--- src/sv/mlt_pkg.sv ---
package mlt_pkg;

   localparam int TABLE_ENTRIES_DEF = 64;
   localparam int PORT_COUNT        = 16;

   localparam int ADDR_W  = 48;
   localparam int PORT_W  = 4;
   localparam int STAMP_W = 32;
   localparam int TMO_W   = 16;
   localparam int COUNT_W = 7;

   localparam logic [TMO_W-1:0]   AGING_RESET = 16'd30;
   localparam logic [COUNT_W-1:0] COUNT_MAX   = 7'd127;

   typedef enum logic [1:0] {
      CMD_LOOKUP = 2'd0,
      CMD_INSERT = 2'd1,
      CMD_TICK   = 2'd2,
      CMD_NONE   = 2'd3
   } cmd_type;

   typedef struct packed {
      logic               valid;
      logic [ADDR_W-1:0]  addr;
      logic [PORT_W-1:0]  port;
      logic [STAMP_W-1:0] stamp;
   } entry_type;

   typedef struct packed {
      logic load;
      logic clear_wr;
      logic rd;
      logic chk;
      logic fin;
   } ctrl_cmd_type;

endpackage

--- src/sv/mlt_ctrl.sv ---
module mlt_ctrl #(
   parameter int TABLE_ENTRIES = mlt_pkg::TABLE_ENTRIES_DEF
) (
   input  logic                             clock,
   input  logic                             reset,
   input  logic                             req_valid,
   output logic                             req_ready,
   output logic                             rsp_valid,
   input  logic                             rsp_ready,
   output mlt_pkg::ctrl_cmd_type            cmd,
   output logic [$clog2(TABLE_ENTRIES)-1:0] idx,
   output logic [$clog2(TABLE_ENTRIES)-1:0] chk_idx
);

   localparam int IW = $clog2(TABLE_ENTRIES);
   localparam logic [IW-1:0] LAST = IW'(TABLE_ENTRIES - 1);

   typedef enum logic [2:0] {
      ST_CLEAR,
      ST_IDLE,
      ST_SCAN,
      ST_DRAIN,
      ST_FINISH
   } state_type;

   state_type     state_ff, state_in;
   logic [IW-1:0] cnt_ff, cnt_in;
   logic [IW-1:0] chk_idx_ff, chk_idx_in;
   logic          chk_ff, chk_in;
   logic          rsp_valid_ff, rsp_valid_in;
   logic          last;

   assign last = (cnt_ff == LAST);

   always_comb begin
      state_in     = state_ff;
      cnt_in       = cnt_ff;
      chk_in       = 1'b0;
      chk_idx_in   = cnt_ff;
      rsp_valid_in = rsp_valid_ff & ~rsp_ready;
      req_ready    = 1'b0;
      cmd          = '0;
      cmd.chk      = chk_ff;
      case (state_ff)
         ST_CLEAR: begin
            cmd.clear_wr = 1'b1;
            cnt_in       = cnt_ff + 1'b1;
            if (last) begin
               cnt_in   = '0;
               state_in = ST_IDLE;
            end
         end
         ST_IDLE: begin
            req_ready = 1'b1;
            if (req_valid) begin
               cmd.load = 1'b1;
               cnt_in   = '0;
               state_in = ST_SCAN;
            end
         end
         ST_SCAN: begin
            cmd.rd = 1'b1;
            chk_in = 1'b1;
            cnt_in = cnt_ff + 1'b1;
            if (last) begin
               cnt_in   = '0;
               state_in = ST_DRAIN;
            end
         end
         ST_DRAIN: begin
            state_in = ST_FINISH;
         end
         ST_FINISH: begin
            if (!rsp_valid_ff || rsp_ready) begin
               cmd.fin      = 1'b1;
               rsp_valid_in = 1'b1;
               state_in     = ST_IDLE;
            end
         end
         default: begin
            state_in = ST_IDLE;
         end
      endcase
   end

   always_ff @(posedge clock) begin
      if (reset) begin
         state_ff     <= ST_CLEAR;
         cnt_ff       <= '0;
         chk_ff       <= 1'b0;
         chk_idx_ff   <= '0;
         rsp_valid_ff <= 1'b0;
      end else begin
         state_ff     <= state_in;
         cnt_ff       <= cnt_in;
         chk_ff       <= chk_in;
         chk_idx_ff   <= chk_idx_in;
         rsp_valid_ff <= rsp_valid_in;
      end
   end

   assign rsp_valid = rsp_valid_ff;
   assign idx       = cnt_ff;
   assign chk_idx   = chk_idx_ff;

endmodule

--- config.mk ---
export PLATFORM = sky130hd
export DESIGN_NAME = mlt_ctrl
export DESIGN_NICKNAME = d
export VERILOG_FILES = /design/src/sv/mlt_pkg.sv /design/src/sv/mlt_ctrl.sv
export SDC_FILE = /design/constraint.sdc
export NUM_CORES = 1
export LEC_CHECK = 0
export BUFFER_PORTS_ARGS = -buffer_cell sky130_fd_sc_hd__buf_2
export CORE_MARGIN = 2
export CORE_UTILIZATION = 43
export DETAILED_ROUTE_END_ITERATION = 10
export GPL_ROUTABILITY_DRIVEN = 0
export HOLD_SLACK_MARGIN = 0.12
export PLACE_DENSITY = 0.73
export SYNTH_ARGS = -nofsm -noshare
export SYNTH_HDL_FRONTEND = slang
export SYNTH_SLANG_ARGS = --single-unit
--- constraint.sdc ---
create_clock -name clock -period 1.41 [get_ports clock]
set_clock_uncertainty 0.1 [all_clocks]
set_input_delay 0.2115 -clock clock [delete_from_list [all_inputs] [get_ports clock]]
set_output_delay 0.2115 -clock clock [all_outputs]
set_load 0.005 [all_outputs]
# [Word-level counts from Yosys, hierarchy flattened]
# Index checks and enable logic that the tools add are counted.
[totals] regBits=17 inputBits=4 out_inout_bits=19 word_cells=41
[classes] addsub=1 n_eq_ne=9 mux=17 bitwise_logic=2 n_reduce_logical=7
[ops] op="$pmux W3 S5" n=1
[ops] op="$mux W3" n=4
[ops] op="$mux W6" n=2
[ops] op="$pmux W6 S2" n=1
[ops] op="$mux W1" n=9
[ops] op="$ne A2 B2 Y1 const B" n=4
[ops] op="$add A6 B1 Y6 const B" n=1
[ops] op="$eq A3 B2 Y1 const B" n=2
[ops] op="$eq A6 B6 Y1 const B" n=1
[ops] op="$reduce_and A4 Y1" n=1
[ops] op="$eq A3 B1 Y1 const B" n=1
[ops] op="$eq A3 B3 Y1 const B" n=1
[ops] op="$logic_not A3 Y1" n=1
[ops] op="$reduce_and A2 Y1" n=1
[ops] op="$reduce_bool A2 Y1" n=1
[ops] op="$reduce_or A2 Y1" n=1
[ops] op="$and A1 B1 Y1" n=1
[ops] op="$logic_not A1 Y1" n=1
[ops] op="$logic_or A1 B1 Y1" n=1
[ops] op="$not A1 Y1" n=1

# [Depth between registers and ports, before layout]
[depth] word_depth=4 ltp_mapped=5 depth_no_buf=5

# [Worst setup path before layout]
# No wires, ideal clock.
[synth_timing] path_type="register to register" start="reg cnt_ff[0] (netlist: idx[0])" end="reg cnt_ff[3] (netlist: idx[3])" setup_ns=0.120 arrival_time_ns=1.231 t_required_ns=1.190 path_slack_ns=-0.040 stages_incl_launch_ff=5 n_path_buf=0 period_less_slack_ns=1.450 cell_sequence="dfxtp_1 ha_1 a31oi_4 and3_1 a211o_1"
[synth_via] elab_chain_len=3 elab_cells_between_ends=4 cone_classes="add/sub: 1; eq/ne: 1; mux: 2"
[synth_lines] item="from (decl)" line="mlt_ctrl.sv:27" source="logic [IW-1:0] cnt_ff, cnt_in;"
[synth_lines] item="from (signal assigned)" line="mlt_ctrl.sv:95" source="cnt_ff <= cnt_in;"
[synth_lines] item="$add A6 B1 Y6 / $eq A6 B6 Y1 (equally long branches)" line="mlt_ctrl.sv:47, mlt_ctrl.sv:64, mlt_ctrl.sv:33"
[synth_lines] item="$mux W6 *" line="mlt_ctrl.sv:48, mlt_ctrl.sv:65"
[synth_lines] item="$pmux W6 S2 *" line="mlt_ctrl.sv:44" source="case (state_ff)"
# Every way passes the cells marked *; elsewhere a longest branch is shown, timed or not.
# A chain may end at the register's enable or synchronous reset.

==> flow_summary.json <==
{
  "synth-edff-count": 0,
  "final_cell_area_um2": 996,
  "dp_cells": 122,
  "maxCapViolCount": 0,
  "via_count": 676,
  "cts_tree": "done",
  "status": "complete, but fails checks",
  "power_switching_mw": 0.193,
  "drt_iter0_markers": 13,
  "antenna_cells": 0,
  "drt_first_pass_iters": 4,
  "clockBufferDepth": 2,
  "synthMuxAreaShare": 0.0287,
  "antenna_found_initial": 0,
  "ant_nets": 0,
  "drc": 0,
  "synth_async_sr_flop_share": 0,
  "slew_headroom": 0.809,
  "finalCriticalPeriod_ns": 1.42,
  "drive_gt1_frac": 0.438,
  "p_seq_frac": 0.595,
  "io_buffers": 22,
  "wirelength_mm": 1.58,
  "hold_viol": 0,
  "p_leak_nw": 0.490,
  "critPathKind": "flop to output port",
  "cp.arrival_ns": 1.11,
  "p_sw_frac": 0.230,
  "cts_buffers": 3,
  "clkPwrFrac": 0.298,
  "power_frac_comb": 0.107,
  "fmax_mhz": 702,
  "fin_util": 0.639,
  "root_buffer": "clkbuf_4",
  "dp_hpwl_mm": 1.14,
  "synth_xor_area_frac": 0,
  "failed_checks": "negative setup slack",
  "synth_top_area_share": 0.459,
  "path_max_fanout": 6,
  "synth_top_family_by_area": "simple AND/OR/NAND/NOR gates",
  "nets": 118,
  "num_rows": 14,
  "die_area_mm2": 0.00207,
  "yosysWarnings": 0,
  "syn_inst": 81,
  "grt_max_degree": 16,
  "area_delta_synth_final_pct": 34.5,
  "worstSetupStartpointType": "flop",
  "tightestPinTransition_ns": 0.286,
  "fp.dieH_um": 45.5,
  "io_pins": 23,
  "ys_types": 31,
  "synthAdderAreaFrac": 0.0169,
  "worst_slack_ns": -0.0143,
  "placed_area_um2": 908,
  "cts.clk_slew.worst_paths_ns": 0.10,
  "stdcell_count": 128,
  "ir_worst_vdd_uv": 669,
  "start_util": 0.475,
  "hold_path.class": "input port to flop",
  "finalCritPeriodShare": 1.01,
  "wire_per_inst_um": 12.4,
  "ys_seq_area_frac": 0.459,
  "synth-simple-area-share": 0.291,
  "numClockSinks": 17,
  "synth_largest_area_cell": "dfxtp_1",
  "vias_per_cell": 5.28,
  "synth-seq-cells": 17,
  "worstPathRequired_ns": 1.10,
  "insertion_delay_ns": 0.29,
  "p_per_area_mw_per_mm2": 839,
  "fillers": 140,
  "chipWidth_um": 45.5,
  "grt_usage": 0.168,
  "cp-end-kind": "output port",
  "intPower_mw": 0.643,
  "syn_area_um2": 741,
  "final-max-slew-violation-count": 0,
  "synth_area_per_cell_um2": 9.14,
  "rsz0062_at_grt": "true",
  "grt-ovfl-total": 0,
  "synth_area_leaders": "dfxtp_1 46%, nor2_1 5.6%, nor2b_1 5.1%, a21oi_1 4.1%, nor3_1 3.4%",
  "core_mm2": 0.00156,
  "grt_pass1_wl_mm": 2.45,
  "setup_viol": 1,
  "syn_nets": 86,
  "ys.flop_type": "dfxtp_1",
  "synth_compound_area_frac": 0.155,
  "grt_pass1_vias": 593,
  "h-tree-depth": 1,
  "fin_setup_tns_ns": -0.0143
}
==> synthesized netlist by cell type, drive strengths merged (2+ instances only) <==
library cell and n:
clkbuf 3, and3 2, a21oi 6, nor2 11, dfxtp 17, nor2b 6, nand3 4, buf 3
nand3b 2, nand2 2, nor3 5, nand2b 2, a21o 2, a211o 2
==> layout by cell type, fill, tap and decap left out, types with 2 or more instances in the layout <==
| master | n |
|---|---|
| buf_2 | 23 |
| a21oi_1 | 6 |
| a211o_1 | 2 |
| a21o_1 | 2 |
| nor2_1 | 10 |
| dfxtp_2 | 2 |
| nand3_1 | 4 |
| nand3b_1 | 2 |
| nand2_1 | 2 |
| nor2b_1 | 6 |
| nor3_1 | 5 |
| dfxtp_1 | 14 |
| buf_4 | 8 |
| clkbuf_4 | 3 |
==> cell families (layout without fill, tap and decap cells) <==
group | after synthesis | in the layout
AND/OR/NAND/NOR | 39 | 39
flip-flops | 17 | 17
AO/OA/AOI/OAI | 15 | 15
buffers and inverters | 7 | 38
multiplexers | 2 | 2
adder cells (fa/ha/maj) | 1 | 1
==> critical path, cell delays in order (launching register included) <==
cell and delay, ns:
dfxtp_4 0.40, buf_2 0.17, nand2b_4 0.06, nor2_1 0.08, buf_2 0.12
==> layout make-up <==
type	count	area [µm²]	share of cell area
timing repair buffer	33	201	0.202
sequential	17	347	0.348
tap	16	20.0	0.0201
inverter	1	3.75	0.00377
multi-input combinational	57	397	0.398
clock buffer	3	22.5	0.0226
clock inverter	1	5.00	0.00503
==> metrics by stage <==
step,power [mW],hold slack (ns),setup WS (ns)
detailed placement,0.594,0.394,0.0467
finish,0.836,0.149,-0.0143
CTS,0.840,0.146,-0.00190
global route,0.872,0.173,-0.101
floorplan,0.552,0.183,0.00135
global placement,0.591,0.395,0.109
==> power by group through the flow <==
| stage | Combinational [mW] | Clock, mW | Sequential [mW] |
|---|---|---|---|
| after global routing | 0.0981 | 0.275 | 0.499 |
| final | 0.0894 | 0.249 | 0.497 |
| after detailed placement | 0.0854 | 0 | 0.508 |
| after floorplan | 0.0360 | 0 | 0.516 |
| after global placement | 0.0835 | 0 | 0.507 |
| after CTS | 0.0852 | 0.258 | 0.497 |
==> layer usage <==
metal  vias to the layer above  share of wire  global-route usage  routed length [µm]
li1                        346              -                   -                   -
met1                       305           0.46               0.190                 723
met4                         0         0.0063              0.0353                  10
met2                        23           0.47               0.290                 747
met5                         -              0                   0                   0
met3                         2          0.064              0.0714                 102
==> worst paths after layout <==
kind | startpoint | endpoint | slack [ns] | depth (start not counted)
max | state_ff[1]$_SDFFE_PP0P_ | cmd[2] | -0.01 | 4
min | rsp_ready | rsp_valid$_SDFF_PP0_ | 0.15 | 4
max reg2reg | state_ff[0]$_SDFFE_PP0P_ | idx[5]$_SDFFE_PP0P_ | 0.02 | 5
min reg2reg | idx[4]$_SDFFE_PP0P_ | chk_idx[4]$_SDFF_PP0_ | 0.49 | 2
==> sequential cells by signal, indices dropped and copies added, names as in the netlist <==
register and flops:
chk_ff 1, state_ff 3, idx 6, chk_idx 6, rsp_valid 1
==> timing repair <==
item / 4_1_cts / 5_1_grt
resized for setup: 7 / 6
pin swaps: 1 / 2
setup buffers: 1 / 2
endpoints found under the setup margin: 4 / 10
hold buffers: 0 / 0
Note: power is estimated with default switching activity, not from simulation.
